<file path="config.mk">
export PLATFORM = sky130hd
export DESIGN_NAME = multisample_zone_parser
export DESIGN_NICKNAME = d
export VERILOG_FILES = /design/src/sv/msz_pkg.sv /design/src/sv/msz_core.sv /design/src/sv/multisample_zone_parser.sv
export SDC_FILE = /design/constraint.sdc
export NUM_CORES = 2
export LEC_CHECK = 0
export BUFFER_PORTS_ARGS = -buffer_cell sky130_fd_sc_hd__buf_2
export CELL_PAD_IN_SITES_DETAIL_PLACEMENT = 1
export CELL_PAD_IN_SITES_GLOBAL_PLACEMENT = 1
export CORE_ASPECT_RATIO = 1.1
export CORE_MARGIN = 4
export CORE_UTILIZATION = 46
export CTS_BUF_LIST = sky130_fd_sc_hd__clkbuf_8
export DETAILED_ROUTE_END_ITERATION = 10
export PLACE_DENSITY = 0.85
export RECOVER_POWER = 25
export SYNTH_ARGS = -nofsm -noshare
export SYNTH_HDL_FRONTEND = slang
export SYNTH_SLANG_ARGS = --single-unit
</file>
<file path="constraint.sdc">
create_clock -name i_clk -period 10.8 [get_ports i_clk]
set_input_delay 0.54 -clock i_clk [delete_from_list [all_inputs] [get_ports i_clk]]
set_output_delay 0.54 -clock i_clk [all_outputs]
set_load 0.01 [all_outputs]
</file>
<file path="src/sv/msz_pkg.sv">
// ----------------------------------------------------------------------------
// msz_pkg
// Types and constants shared by the sample-set parser modules.
// ----------------------------------------------------------------------------
`timescale 1ns / 1ps
`default_nettype none
package msz_pkg;

    // Parse phases
    typedef enum logic [4:0] {
        PH_MAGIC, PH_SIZE, PH_SKIPCHUNK, PH_NAME_MARK, PH_NAME_LEN, PH_NAME_CHARS,
        PH_TOP, PH_META_LEN, PH_META_CHARS, PH_UUID_LEN, PH_SKIP, PH_ZLEN, PH_ZHDR1,
        PH_ZHDR2, PH_ZMARK, PH_ZNAMELEN, PH_ZNAME, PH_SID, PH_SVAR, PH_KID, PH_KVAL,
        PH_DONE
    } t_phase;

    // Destination of a parameter value
    typedef enum logic [1:0] {
        TG_START, TG_LOOP, TG_END_OFS, TG_NONE
    } t_target;

    typedef enum logic [1:0] {
        TK_LOW, TK_HIGH, TK_ROOT, TK_NONE
    } t_keysel;

    // Result kinds
    localparam logic [1:0] KIND_SET_CHAR  = 2'd0;
    localparam logic [1:0] KIND_FILE_CHAR = 2'd1;
    localparam logic [1:0] KIND_ZONE      = 2'd2;
    localparam logic [1:0] KIND_END       = 2'd3;

    // End status codes
    localparam logic [2:0] ST_OK        = 3'd0;
    localparam logic [2:0] ST_BAD_MAGIC = 3'd1;
    localparam logic [2:0] ST_TRUNCATED = 3'd2;
    localparam logic [2:0] ST_FORMAT    = 3'd3;
    localparam logic [2:0] ST_TOO_MANY  = 3'd4;
    localparam logic [2:0] ST_NO_ZONES  = 3'd5;

    // Tags and parameter ids
    localparam logic [7:0] TAG_META_A = 8'h12;
    localparam logic [7:0] TAG_META_B = 8'h1A;
    localparam logic [7:0] TAG_META_C = 8'h22;
    localparam logic [7:0] TAG_ZONE   = 8'h2A;
    localparam logic [7:0] TAG_UUID   = 8'h3A;
    localparam logic [7:0] MARKER     = 8'h0A;
    localparam logic [7:0] ID_10      = 8'h10;
    localparam logic [7:0] ID_18      = 8'h18;
    localparam logic [7:0] ID_20      = 8'h20;
    localparam logic [7:0] ID_28      = 8'h28;
    localparam logic [7:0] ID_35      = 8'h35;
    localparam logic [7:0] ID_3D      = 8'h3D;
    localparam logic [7:0] ID_45      = 8'h45;
    localparam logic [7:0] ID_48      = 8'h48;
    localparam logic [7:0] ID_50      = 8'h50;

    localparam logic [7:0] KEY_LOW_DEF  = 8'd0;
    localparam logic [7:0] KEY_TOP_DEF  = 8'd127;
    localparam logic [7:0] KEY_BASE_DEF = 8'd60;

    localparam logic [7:0] MAGIC0 = 8'h4B;
    localparam logic [7:0] MAGIC1 = 8'h6F;
    localparam logic [7:0] MAGIC2 = 8'h72;
    localparam logic [7:0] MAGIC3 = 8'h67;

    function automatic logic [7:0] magic_byte(input logic [1:0] idx);
        case (idx)
            2'd0:    magic_byte = MAGIC0;
            2'd1:    magic_byte = MAGIC1;
            2'd2:    magic_byte = MAGIC2;
            default: magic_byte = MAGIC3;
        endcase
    endfunction

    typedef struct packed {
        logic [1:0]  result_kind;
        logic [3:0]  zone_index;
        logic [4:0]  char_index;
        logic [7:0]  char_value;
        logic [31:0] sample_start;
        logic [31:0] sample_end;
        logic [7:0]  key_low;
        logic [7:0]  key_top;
        logic [7:0]  key_base;
        logic [4:0]  zones_found;
        logic [2:0]  status;
        logic        last_result;
    } t_result;

endpackage
`default_nettype wire

</file>
<file path="src/sv/msz_core.sv">
// ----------------------------------------------------------------------------
// msz_core
// Parse state; turns one accepted byte into up to three ordered result words.
// ----------------------------------------------------------------------------
`timescale 1ns / 1ps
`default_nettype none
module msz_core import msz_pkg::*; #(
    parameter int MAX_ZONES     = 16,
    parameter int FILE_NAME_LEN = 32,
    parameter int SET_NAME_LEN  = 32
) (
    input  wire logic          i_clk,
    input  wire logic          i_rst_n,
    input  wire logic          i_accept,
    input  wire logic [7:0]    i_data_byte,
    input  wire logic          i_last_byte,
    output logic [1:0]         o_push_count,
    output t_result [2:0]      o_res
);
    localparam int ZW = $clog2(MAX_ZONES + 1);
    localparam logic [8:0] FN_LIM = 9'(FILE_NAME_LEN - 1);
    localparam logic [8:0] SN_LIM = 9'(SET_NAME_LEN - 1);

    t_phase              r_phase, n_phase, r_skip_next, n_skip_next;
    logic [1:0]          r_hdr, n_hdr, r_chunk_no, n_chunk_no;
    logic [31:0]         r_chunk_left, n_chunk_left, r_acc, n_acc, r_skip, n_skip;
    logic [2:0]          r_vcnt, n_vcnt, r_err, n_err;
    logic signed [33:0]  r_rest, n_rest;
    logic [7:0]          r_prev, n_prev, r_slen, n_slen, r_spos, n_spos;
    logic [31:0]         r_start, n_start, r_end, n_end;
    logic [7:0]          r_klo, n_klo, r_khi, n_khi, r_krt, n_krt;
    logic [ZW-1:0]       r_total, n_total, r_zone, n_zone;
    t_target             r_target, n_target;
    t_keysel             r_ksel, n_ksel;
    logic                r_early, n_early;

    logic                chr_v, rec_v, fl;
    logic [2:0]          fc;
    t_result             chr, rec, endr;
    logic [37:0]         vsh;
    logic [31:0]         tmp32;
    logic                hd;

    // Next-state for one byte
    always_comb begin
        n_phase = r_phase;  n_skip_next = r_skip_next; n_hdr = r_hdr;
        n_chunk_no = r_chunk_no; n_chunk_left = r_chunk_left; n_acc = r_acc;
        n_skip = r_skip; n_vcnt = r_vcnt; n_err = r_err; n_rest = r_rest;
        n_prev = r_prev; n_slen = r_slen; n_spos = r_spos; n_start = r_start;
        n_end = r_end; n_klo = r_klo; n_khi = r_khi; n_krt = r_krt;
        n_total = r_total; n_zone = r_zone; n_target = r_target;
        n_ksel = r_ksel; n_early = r_early;
        chr_v = 1'b0; rec_v = 1'b0; fl = 1'b0; fc = ST_OK;
        chr = '0; rec = '0; endr = '0; vsh = '0; tmp32 = '0; hd = 1'b0;

        case (r_phase)
            PH_MAGIC: begin
                if (i_data_byte != magic_byte(r_hdr)) begin
                    fl = 1'b1; fc = ST_BAD_MAGIC;
                end else if (r_hdr == 2'd3) begin
                    n_hdr = '0; n_chunk_left = '0; n_phase = PH_SIZE;
                end else begin
                    n_hdr = r_hdr + 2'd1;
                end
            end
            PH_SIZE: begin
                tmp32 = r_chunk_left | (32'(i_data_byte) << {r_hdr, 3'b000});
                n_chunk_left = tmp32;
                n_hdr = r_hdr + 2'd1;
                if (r_hdr == 2'd3) begin
                    if (r_chunk_no < 2'd2) begin
                        if (tmp32 == '0) n_chunk_no = r_chunk_no + 2'd1;
                        else n_phase = PH_SKIPCHUNK;
                    end else if (tmp32 == '0) begin
                        fl = 1'b1; fc = ST_FORMAT;
                    end else begin
                        n_phase = PH_NAME_MARK;
                    end
                end
            end
            PH_SKIPCHUNK: begin
                n_chunk_left = r_chunk_left - 32'd1;
                if (n_chunk_left == '0) begin
                    n_chunk_no = r_chunk_no + 2'd1; n_phase = PH_SIZE;
                end
            end
            PH_DONE: begin
            end
            default: begin
                n_chunk_left = r_chunk_left - 32'd1;
                case (r_phase)
                    PH_NAME_MARK: begin
                        if (i_data_byte != MARKER) begin
                            fl = 1'b1; fc = ST_FORMAT;
                        end else n_phase = PH_NAME_LEN;
                    end
                    PH_NAME_LEN, PH_META_LEN: begin
                        n_slen = i_data_byte; n_spos = '0;
                        if (i_data_byte == '0) n_phase = PH_TOP;
                        else if (r_phase == PH_NAME_LEN) n_phase = PH_NAME_CHARS;
                        else n_phase = PH_META_CHARS;
                    end
                    PH_NAME_CHARS, PH_META_CHARS: begin
                        if (r_phase == PH_NAME_CHARS && {1'b0, r_spos} < SN_LIM) begin
                            chr_v = 1'b1;
                            chr.result_kind = KIND_SET_CHAR;
                            chr.char_index = r_spos[4:0];
                            chr.char_value = i_data_byte;
                        end
                        n_spos = r_spos + 8'd1;
                        if (n_spos >= r_slen) n_phase = PH_TOP;
                    end
                    PH_UUID_LEN: begin
                        if (i_data_byte == '0) n_phase = PH_TOP;
                        else begin
                            n_skip = 32'(i_data_byte); n_skip_next = PH_TOP;
                            n_phase = PH_SKIP;
                        end
                    end
                    PH_SKIP: begin
                        n_skip = r_skip - 32'd1;
                        if (n_skip == '0) n_phase = r_skip_next;
                    end
                    PH_ZLEN, PH_SVAR: begin
                        vsh = 38'(i_data_byte[6:0]) << (6'(r_vcnt) * 6'd7);
                        n_acc = r_acc | vsh[31:0];
                        n_vcnt = r_vcnt + 3'd1;
                        if (!(i_data_byte[7] && n_vcnt < 3'd5)) begin
                            if (r_phase == PH_ZLEN) begin
                                n_rest = {2'b00, n_acc}; n_phase = PH_ZHDR1;
                            end else begin
                                n_rest = r_rest - 34'(n_vcnt);
                                if (r_target == TG_START) n_start = n_acc;
                                else if (r_target == TG_END_OFS) n_end = n_acc;
                                if (n_rest <= 0) begin
                                    rec_v = 1'b1; n_phase = PH_TOP;
                                end else n_phase = PH_SID;
                            end
                        end
                    end
                    PH_ZHDR1: n_phase = PH_ZHDR2;
                    PH_ZHDR2: n_phase = PH_ZMARK;
                    PH_ZMARK: begin
                        if (i_data_byte != MARKER) begin
                            fl = 1'b1; fc = ST_FORMAT;
                        end else n_phase = PH_ZNAMELEN;
                    end
                    PH_ZNAMELEN: begin
                        n_slen = i_data_byte; n_spos = '0;
                        n_rest = r_rest - 34'sd4 - 34'(i_data_byte);
                        n_prev = '0;
                        if (n_rest <= 0 && n_chunk_left >= 32'(i_data_byte)) begin
                            rec_v = 1'b1; n_early = 1'b1;
                            n_phase = (i_data_byte == '0) ? PH_TOP : PH_ZNAME;
                        end else if (i_data_byte == '0) begin
                            if (n_rest <= 0) begin
                                rec_v = 1'b1; n_phase = PH_TOP;
                            end else n_phase = PH_SID;
                        end else n_phase = PH_ZNAME;
                    end
                    PH_ZNAME: begin
                        if ({1'b0, r_spos} < FN_LIM) begin
                            chr_v = 1'b1;
                            chr.result_kind = KIND_FILE_CHAR;
                            chr.zone_index = 4'(r_zone);
                            chr.char_index = r_spos[4:0];
                            chr.char_value = i_data_byte;
                        end
                        n_spos = r_spos + 8'd1;
                        if (n_spos >= r_slen) begin
                            if (r_early) n_phase = PH_TOP;
                            else if (r_rest <= 0) begin
                                rec_v = 1'b1; n_phase = PH_TOP;
                            end else n_phase = PH_SID;
                        end
                    end
                    PH_KVAL: begin
                        if (r_ksel == TK_LOW) n_klo = i_data_byte;
                        else if (r_ksel == TK_HIGH) n_khi = i_data_byte;
                        else n_krt = i_data_byte;
                        n_rest = r_rest - 34'sd1;
                        if (n_rest <= 0) begin
                            rec_v = 1'b1; n_phase = PH_TOP;
                        end else n_phase = PH_KID;
                    end
                    default: begin
                    end
                endcase

                // Sample id; a descending id is re-read as a key id
                if (r_phase == PH_SID) begin
                    if (i_data_byte < r_prev) begin
                        n_prev = '0; n_phase = PH_KID;
                    end else begin
                        hd = 1'b1;
                        n_prev = i_data_byte;
                        n_rest = r_rest - 34'sd1;
                        if (i_data_byte == ID_10 || i_data_byte == ID_18 ||
                            i_data_byte == ID_20) begin
                            n_acc = '0; n_vcnt = '0;
                            n_target = (i_data_byte == ID_10) ? TG_START :
                                       (i_data_byte == ID_18) ? TG_LOOP : TG_END_OFS;
                            n_phase = PH_SVAR;
                        end else if (i_data_byte == ID_45 || i_data_byte == ID_48 ||
                                     i_data_byte == ID_50) begin
                            n_rest = (i_data_byte == ID_45) ? r_rest - 34'sd5
                                                            : r_rest - 34'sd2;
                            n_skip = (i_data_byte == ID_45) ? 32'd4 : 32'd1;
                            n_phase = PH_SKIP;
                            if (n_rest <= 0) begin
                                rec_v = 1'b1; n_skip_next = PH_TOP;
                            end else n_skip_next = PH_SID;
                        end else begin
                            fl = 1'b1; fc = ST_FORMAT;
                        end
                    end
                end

                // Key id; a descending id closes the zone and is re-read as a tag
                if ((r_phase == PH_SID || r_phase == PH_KID) && !hd) begin
                    if (i_data_byte < n_prev) begin
                        rec_v = 1'b1; n_phase = PH_TOP;
                    end else begin
                        hd = 1'b1;
                        n_prev = i_data_byte;
                        n_rest = r_rest - 34'sd1;
                        if (i_data_byte == ID_10 || i_data_byte == ID_18 ||
                            i_data_byte == ID_20) begin
                            n_ksel = (i_data_byte == ID_10) ? TK_LOW :
                                     (i_data_byte == ID_18) ? TK_HIGH : TK_ROOT;
                            n_phase = PH_KVAL;
                        end else if (i_data_byte == ID_28 || i_data_byte == ID_35 ||
                                     i_data_byte == ID_3D || i_data_byte == ID_45 ||
                                     i_data_byte == ID_50) begin
                            // colour id skips five bytes yet counts four
                            n_rest = (i_data_byte == ID_28) ? r_rest - 34'sd2
                                                            : r_rest - 34'sd5;
                            n_skip = (i_data_byte == ID_28) ? 32'd1 :
                                     (i_data_byte == ID_50) ? 32'd5 : 32'd4;
                            n_phase = PH_SKIP;
                            if (n_rest <= 0) begin
                                rec_v = 1'b1; n_skip_next = PH_TOP;
                            end else n_skip_next = PH_KID;
                        end else begin
                            fl = 1'b1; fc = ST_FORMAT;
                        end
                    end
                end

                // Capture the record before a zone tag reloads the defaults
                rec.result_kind  = KIND_ZONE;
                rec.zone_index   = 4'(r_zone);
                rec.sample_start = n_start;
                rec.sample_end   = n_end;
                rec.key_low      = n_klo;
                rec.key_top      = n_khi;
                rec.key_base     = n_krt;
                if (rec_v) n_total = r_total + ZW'(1);

                // Top-level tag, directly or re-read
                if ((r_phase == PH_TOP || ((r_phase == PH_SID || r_phase == PH_KID)
                                           && !hd)) && !fl) begin
                    if (i_data_byte == TAG_META_A || i_data_byte == TAG_META_B ||
                        i_data_byte == TAG_META_C) begin
                        n_phase = PH_META_LEN;
                    end else if (i_data_byte == TAG_UUID) begin
                        n_phase = PH_UUID_LEN;
                    end else if (i_data_byte == TAG_ZONE) begin
                        if (n_total >= ZW'(MAX_ZONES)) begin
                            fl = 1'b1; fc = ST_TOO_MANY;
                        end else begin
                            n_zone = n_total;
                            n_start = '0; n_end = '0;
                            n_klo = KEY_LOW_DEF; n_khi = KEY_TOP_DEF;
                            n_krt = KEY_BASE_DEF;
                            n_early = 1'b0; n_acc = '0; n_vcnt = '0;
                            n_phase = PH_ZLEN;
                        end
                    end else begin
                        fl = 1'b1; fc = ST_FORMAT;
                    end
                end
            end
        endcase

        // Keep the first error and stop parsing
        if (fl) begin
            if (r_err == ST_OK) n_err = fc;
            n_phase = PH_DONE;
        end

        // End of chunk three
        if (r_phase != PH_MAGIC && r_phase != PH_SIZE && r_phase != PH_SKIPCHUNK &&
            r_phase != PH_DONE && n_chunk_left == '0 && n_phase != PH_DONE) begin
            if (!(n_phase == PH_TOP || (n_phase == PH_SKIP && n_skip_next == PH_TOP))) begin
                if (n_err == ST_OK) n_err = ST_FORMAT;
            end
            n_phase = PH_DONE;
        end

        // End status word
        endr.result_kind = KIND_END;
        endr.zones_found = 5'(n_total);
        if (n_err != ST_OK) endr.status = n_err;
        else if (n_phase == PH_MAGIC) endr.status = ST_BAD_MAGIC;
        else if (n_phase != PH_DONE) endr.status = ST_TRUNCATED;
        else if (n_total == '0) endr.status = ST_NO_ZONES;
        else endr.status = ST_OK;
    end

    // Pack the words in order: character, record, end status
    always_comb begin
        o_res = '0;
        o_push_count = '0;
        if (chr_v) begin
            o_res[o_push_count] = chr; o_push_count = o_push_count + 2'd1;
        end
        if (rec_v) begin
            o_res[o_push_count] = rec; o_push_count = o_push_count + 2'd1;
        end
        if (i_last_byte) begin
            o_res[o_push_count] = endr; o_push_count = o_push_count + 2'd1;
        end
        if (o_push_count != '0) o_res[o_push_count - 2'd1].last_result = 1'b1;
    end

    // Advance state on each accepted byte; the last byte restarts the parser
    always_ff @(posedge i_clk) begin
        if (!i_rst_n || (i_accept && i_last_byte)) begin
            r_phase <= PH_MAGIC;  r_skip_next <= PH_TOP; r_hdr <= '0;
            r_chunk_no <= '0; r_chunk_left <= '0; r_acc <= '0; r_skip <= '0;
            r_vcnt <= '0; r_err <= ST_OK; r_rest <= '0; r_prev <= '0;
            r_slen <= '0; r_spos <= '0; r_start <= '0; r_end <= '0;
            r_klo <= KEY_LOW_DEF; r_khi <= KEY_TOP_DEF; r_krt <= KEY_BASE_DEF;
            r_total <= '0; r_zone <= '0; r_target <= TG_NONE; r_ksel <= TK_NONE;
            r_early <= 1'b0;
        end else if (i_accept) begin
            r_phase <= n_phase;  r_skip_next <= n_skip_next; r_hdr <= n_hdr;
            r_chunk_no <= n_chunk_no; r_chunk_left <= n_chunk_left; r_acc <= n_acc;
            r_skip <= n_skip; r_vcnt <= n_vcnt; r_err <= n_err; r_rest <= n_rest;
            r_prev <= n_prev; r_slen <= n_slen; r_spos <= n_spos;
            r_start <= n_start; r_end <= n_end;
            r_klo <= n_klo; r_khi <= n_khi; r_krt <= n_krt;
            r_total <= n_total; r_zone <= n_zone; r_target <= n_target;
            r_ksel <= n_ksel; r_early <= n_early;
        end
    end

endmodule
`default_nettype wire

</file>
<file path="src/sv/multisample_zone_parser.sv">
// ----------------------------------------------------------------------------
// multisample_zone_parser
// Sample-set file parser: one byte in, characters, zone records and status out.
// ----------------------------------------------------------------------------
// A byte's result words are registered in the output buffer when it is accepted.
// Throughput: one byte per cycle; a byte gives at most three words, queued in a
// four-word output buffer, and input is taken while the buffer holds one or less.
// Reset: synchronous active-low reset empties the buffer and restores the
// parser to the magic check; the final byte of a file does the same for the parser.
`timescale 1ns / 1ps
`default_nettype none
module multisample_zone_parser import msz_pkg::*; #(
    parameter int MAX_ZONES     = 16,
    parameter int FILE_NAME_LEN = 32,
    parameter int SET_NAME_LEN  = 32
) (
    input  wire logic        i_clk,
    input  wire logic        i_rst_n,
    input  wire logic        i_valid,
    output logic             o_ready,
    input  wire logic [7:0]  i_data_byte,
    input  wire logic        i_last_byte,
    output logic             o_valid,
    input  wire logic        i_ready,
    output logic [1:0]       o_result_kind,
    output logic [3:0]       o_zone_index,
    output logic [4:0]       o_char_index,
    output logic [7:0]       o_char_value,
    output logic [31:0]      o_sample_start,
    output logic [31:0]      o_sample_end,
    output logic [7:0]       o_key_low,
    output logic [7:0]       o_key_top,
    output logic [7:0]       o_key_base,
    output logic [4:0]       o_zones_found,
    output logic [2:0]       o_status,
    output logic             o_last_result
);
    logic           accept, pop;
    logic [1:0]     push_count;
    t_result [2:0]  res;
    t_result        r_buf [4];
    logic [1:0]     r_head, r_tail;
    logic [2:0]     r_count;
    t_result        head;

    assign o_ready = (r_count <= 3'd1);
    assign accept  = i_valid && o_ready;
    assign o_valid = (r_count != '0);
    assign pop     = o_valid && i_ready;

    msz_core #(
        .MAX_ZONES     (MAX_ZONES),
        .FILE_NAME_LEN (FILE_NAME_LEN),
        .SET_NAME_LEN  (SET_NAME_LEN)
    ) u_core (
        .i_clk        (i_clk),
        .i_rst_n      (i_rst_n),
        .i_accept     (accept),
        .i_data_byte  (i_data_byte),
        .i_last_byte  (i_last_byte),
        .o_push_count (push_count),
        .o_res        (res)
    );

    // Write the new words at the tail
    always_ff @(posedge i_clk) begin
        if (accept) begin
            if (push_count > 2'd0) r_buf[r_tail]        <= res[0];
            if (push_count > 2'd1) r_buf[r_tail + 2'd1] <= res[1];
            if (push_count > 2'd2) r_buf[r_tail + 2'd2] <= res[2];
        end
    end

    // Track head, tail and fill
    always_ff @(posedge i_clk) begin
        if (!i_rst_n) begin
            r_head <= '0; r_tail <= '0; r_count <= '0;
        end else begin
            if (accept) r_tail <= r_tail + push_count;
            if (pop) r_head <= r_head + 2'd1;
            r_count <= r_count + (accept ? 3'(push_count) : 3'd0) - (pop ? 3'd1 : 3'd0);
        end
    end

    assign head = r_buf[r_head];
    assign o_result_kind  = head.result_kind;
    assign o_zone_index   = head.zone_index;
    assign o_char_index   = head.char_index;
    assign o_char_value   = head.char_value;
    assign o_sample_start = head.sample_start;
    assign o_sample_end   = head.sample_end;
    assign o_key_low      = head.key_low;
    assign o_key_top      = head.key_top;
    assign o_key_base     = head.key_base;
    assign o_zones_found  = head.zones_found;
    assign o_status       = head.status;
    assign o_last_result  = head.last_result;

endmodule
`default_nettype wire

</file>
* Yosys cells after proc, flatten, opt, wreduce, memory -nomap -nowiden
Memories as Yosys holds them, arrays and structs flattened. A register that Yosys moved wholly into a read port is not among the register bits. Cells that the tools add are included.
Cells by class: $add $sub $neg 22, multiply operators 1, $lt $le $gt $ge 24, equal/unequal tests 55, shifts and indexed selects 2, mux-type cells 293, bitwise logic cells 8, reduce and logical (&&, ||, !) cells 72
Operators with widths (count):
- two-way mux 32 bit | 40
- bitwise mux 348 bit | 3
- two-way mux 348 bit | 3
- demux 116 bit (select 2 bit) | 3
- two-way mux 34 bit | 12
- two-way mux 116 bit | 3
- two-way mux 5 bit | 54
- two-way mux 8 bit | 30
- <= comparator 34 x 1 -> 1 bit (second input constant) | 6
- zero test 32 bit | 4
- two-way mux 3 bit | 35
- one-hot mux 34 bit (3 select lines) | 1
- one-hot mux 32 bit (3 select lines) | 1
- two-way mux 88 bit | 1
- two-way mux 1 bit | 73
- subtractor 34 x 3 -> 34 bit (second input constant) | 2
- bitwise OR 32 bit | 2
- one-hot mux 32 bit (2 select lines) | 1
- subtractor 32 x 1 -> 32 bit (second input constant) | 2
- one-hot mux 5 bit (12 select lines) | 1
- == test 8 x 6 -> 1 bit (second input constant) | 7
- == test 5 x 4 -> 1 bit (second input constant) | 9
- subtractor 34 x 2 -> 34 bit (second input constant) | 1
- subtractor 34 x 3 -> 34 bit | 1
- 78 further kinds | 182
Storage, ports and cells: register bits after elaboration 283, bits in writable memories 464, input bits 13, output and inout port bits 118, logic and storage cells 504, memories 1
Memories:
- r_buf | words 4, bits a word 116, read ports 1, clocked after Yosys merged registers in 1, wr ports 3, RTL line multisample_zone_parser.sv:41 | t_result r_buf [4];

* Logic depth before layout (Yosys ltp)
depth after elaboration 39, depth in mapped cells 32

* Hierarchy
Synthesis repeated with hierarchy kept, for this count alone.
Second synthesis, totals: cells, all modules 6864, area, all modules 56950.9 um^2
Modules (own cells, without submodules):
- multisample_zone_parser | instances 1, cells an instance 2893, area an instance 30869.6 um^2
- msz_core | instances 1, cells an instance 3971, area an instance 26081.3 um^2

* Worst setup path before layout
Ideal clock, no wire load.
kind input -> register, start point input port i_data_byte[1], end point memory r_buf[2][0] in the netlist's numbering, enable pin, setup time 0.630 ns, arrival 10.777 ns, data required time 10.170 ns, setup slack -0.607 ns, stages 25, buffers on the path 4, cell sequence clkbuf_1 -> clkinv_1 -> ha_1 -> ha_1 -> inv_1 -> fa_1 -> nand2b_1 -> a211oi_1 -> or2_2 -> clkbuf_1 -> nor3_1 -> o2111ai_1 -> and4b_1 -> a21oi_1 -> o21ba_2 -> nand2_2 -> buf_2 -> ha_1 -> xnor2_1 -> clkbuf_1 -> inv_1 -> nor2_1 -> nor2_1 -> o21ai_0 -> a21oi_1
RTL lines:
- start, declared | RTL line multisample_zone_parser.sv:21 | input wire logic [7:0] i_data_byte,
- end, declared | RTL line multisample_zone_parser.sv:41

==> out/metrics.csv <==
metric;value;unit
area_delta_synth_final;10.1;%
crit_required;11330;ps
synthDistinctLibCells;107;
path_cells;inv_1 -> ha_1 -> nor3b_1 -> nand3_1 -> nor2_1 -> xnor2_1 -> nand4_1 -> nor4_1 -> nor2_1 -> nor3b_1 -> nand2_1 -> inv_2 -> ha_1 -> a21oi_1 -> nand2_1 -> nor2_1 -> nand2_1 -> o2111ai_1 -> o21ai_0 -> nand2_4 -> buf_4 -> nor2_1;
dp.cells;6103;
regArea;19600;µm²
finalSetupTns;0;ps
synth_area;44500;µm²
holdPathEnd;u_core.r_prev[4];
worstHoldPathCells;3;
first_pass_iters;8;
portBuffers;130;
clkTransAtPathRegs;50;ps
maxSlewHeadroom;-1.58;
dieArea;102000;µm²
dpl.hpwl;127;mm
netlist_instances;4943;
final_util;0.511;
finalMaxSlewViolations;503;
wl;189;mm
synth_nets;5034;
arrival;10050;ps
die_h;334;µm
cap_violations;9;
ant_nets;0;
fin_area;49000;µm²
worst_slack;1270;ps
clock-root-buffer;clkbuf_8;
r2r_start;u_core.r_rest[1];
worstSetupEndpointType;flip-flop;
place_congestion;1.06;
dpl_worst_slack;2280;ps
violations;capacitance limit, slew limit;
max_freq;0.105;GHz
r2r_cells;22;
ir_worst_vdd;170;µV
vias;43300;
yosysSeqAreaShare;0.442;
drc;0;
drt_iter0_drc;5039;
pwr_density_cell;253;nW/µm²
grt_usage;0.360;
p_leak;16.5;nW
crit_path_top_delay_cell;nor3b_1;
critical_path.max_fanout;36;
clock_latency;860;ps
htreeDepth;4;
status;finished with violations;
drive_gt1_frac;0.104;
coreArea;95900;µm²
grt_pass1_vias;43500;
async_reset_ff_frac;0;
layout.nets;5057;
nFillCells;11000;
grt_pass1_wl;281;mm
max_stage_delay;1000;ps
tightest_slew;3880;ps
multiInputGateArea;23200;µm²
hold_class;in -> reg;
synthFlopType;edfxtp_1;
rows;119;
grt_max_degree;186;
final_hold_viol_count;0;
initial_core_util;0.464;
placed_area;46700;µm²
cts_buffers;130;
syn_avg_cell_area;8.99;µm²
min_from;i_data_byte[4];
skew;57.8;ps
die-width;304;µm
period_minus_slack;9530;ps
synth_edf_count;464;
routed_via_density;6.82;
rsz0062_at_grt;false;
path_class;reg -> reg;
fin_cells;6343;
clk_path_buf_depth;3;
post_cts_resize_count;0;
reg2reg_to;r_buf[2][50];
io_pins;131;
antenna_found_initial;11;
ys_seq_elements;749;
finalSetupViolCount;0;
cts_sinks;749;
ys_warn_count;0;
start_kind;flip-flop;
cp_common_cell;nor2_1;
ff2ff_setup_slack;1270;ps
cts_tree;built;
fin_crit_sh;0.882;
wl_per_cell;29.9;µm
overflow;0;
==> cells in the mapped netlist (27+ instances only) <==
cell        n  area (µm²)
ha_1       76         951
nand2b_1   27         169
a211oi_1   65         488
xor2_1     39         342
dfxtp_1   285        5710
a21oi_1   376        1880
nand2_1   369        1390
o211ai_1   62         465
inv_1      79         297
mux4_2    116        2610
a22oi_1    79         593
a31oi_1    36         225
nor3_1    243        1220
nor2_1    955        3580
or3_1      42         263
nand3_1   104         521
mux2i_1    39         390
o21ai_0   253        1270
and3_1     27         169
edfxtp_1  464       13900
nand4_1    63         394
clkbuf_1  324        1220
o22ai_1    49         307
and2_1     65         407
buf_1      45         169
xnor2_1   113         990
nor4_1     80         500
==> critical path, delay by kind of cell, from the launching register on <==
family / cells / cell delay (ps)
AO/OA/AOI/OAI: 3 / 850
XOR/XNOR: 1 / 260
adder cells (fa/ha/maj): 2 / 800
flip-flops: 1 / 540
AND/OR/NAND/NOR: 13 / 5750
buffers and inverters: 3 / 930
==> what timing repair did <==
action | CTS | global route
hold endpoints to repair | 1 | 0
hold buffers | 1 | 0
setup buffers | 0 | 0
==> placed cells by master (no fill, tap or decap), types with 39 or more instances in the layout <==
master	n
nand4_1	63
a22oi_1	79
inv_1	128
or3_1	43
edfxtp_1	464
dfxtp_1	283
xor2_1	39
ha_1	76
o21ai_0	254
mux4_2	116
xnor2_1	113
nand3_1	104
buf_4	117
and2_1	64
clkbuf_1	122
a21oi_1	374
nand2_1	362
clkbuf_8	146
nor2_1	950
nor3_1	239
o211ai_1	62
o22ai_1	49
a211oi_1	65
nor4_1	79
mux2i_1	39
==> where the power goes <==
group          switching [mW]  total [mW]  internal, mW  leakage [nW]
combinational            4.10        6.02          1.92          8.46
sequential              0.284        3.80          3.52          6.62
clock                    1.30        2.58          1.28          1.46
==> cells by family after synthesis <==
group,share of synthesized area
buf+inv,0.0402
compound gates,0.173
flops,0.442
mux,0.0691
simple gates,0.223
fa+ha+maj,0.0225
xor+xnor,0.0299
==> sequential cells by signal, indices dropped and copies added, names as in the netlist, 3 cells and up, named ones only <==
| signal | cells |
|---|---|
| r_buf | 464 |
| u_core.r_rest | 34 |
| u_core.r_acc | 32 |
| u_core.r_chunk_left | 32 |
| u_core.r_end | 32 |
| u_core.r_skip | 32 |
| u_core.r_start | 32 |
| u_core.r_khi | 8 |
| u_core.r_klo | 8 |
| u_core.r_krt | 8 |
| u_core.r_prev | 8 |
| u_core.r_slen | 8 |
| u_core.r_spos | 8 |
| u_core.r_phase | 5 |
| u_core.r_skip_next | 5 |
| u_core.r_total | 5 |
| u_core.r_zone | 4 |
| r_count | 3 |
| u_core.r_err | 3 |
| u_core.r_vcnt | 3 |
==> worst max path at each step <==
stage	start	to	slack (ps)	depth (start not counted)
5_1_grt	u_core.r_rest[1]	r_buf[2][50]	880	22
3_3_place_gp	i_data_byte[2]	r_buf[0][82]	2620	29
6_report	u_core.r_rest[1]	r_buf[2][50]	1270	22
4_1_cts	u_core.r_rest[4]	r_buf[2][50]	2270	24
2_1_floorplan	i_data_byte[1]	r_buf[2][0]	-610	25
3_5_place_dp	i_data_byte[2]	r_buf[0][14]	2280	29
==> metal layers <==
metal / vias up / wire [µm] / track usage
met5: - / 43 / 0
met2: 2718 / 87500 / 0.577
met4: 6 / 12300 / 0.205
li1: 18400 / - / -
met1: 21500 / 71900 / 0.457
met3: 691 / 17800 / 0.0731
==> stage by stage <==
stage	hold WS, ps	power, mW
after global placement	445	9.55
after floorplan	420	7.61
final	313	12.4
after detailed placement	450	9.70
after CTS	218	12.3
after global routing	300	12.9
==> layout make-up <==
cell class / count / share of cell area
Clock buffer: 146 / 0.0411
Inverter: 90 / 0.00690
Multi-Input combinational cell: 3725 / 0.473
Timing Repair Buffer: 270 / 0.0349
Tap cell: 1270 / 0.0325
Sequential cell: 749 / 0.401
Clock inverter: 88 / 0.00979
Antenna cell: 5 / 0.000256
Note: power is estimated with default switching activity, not from simulation.
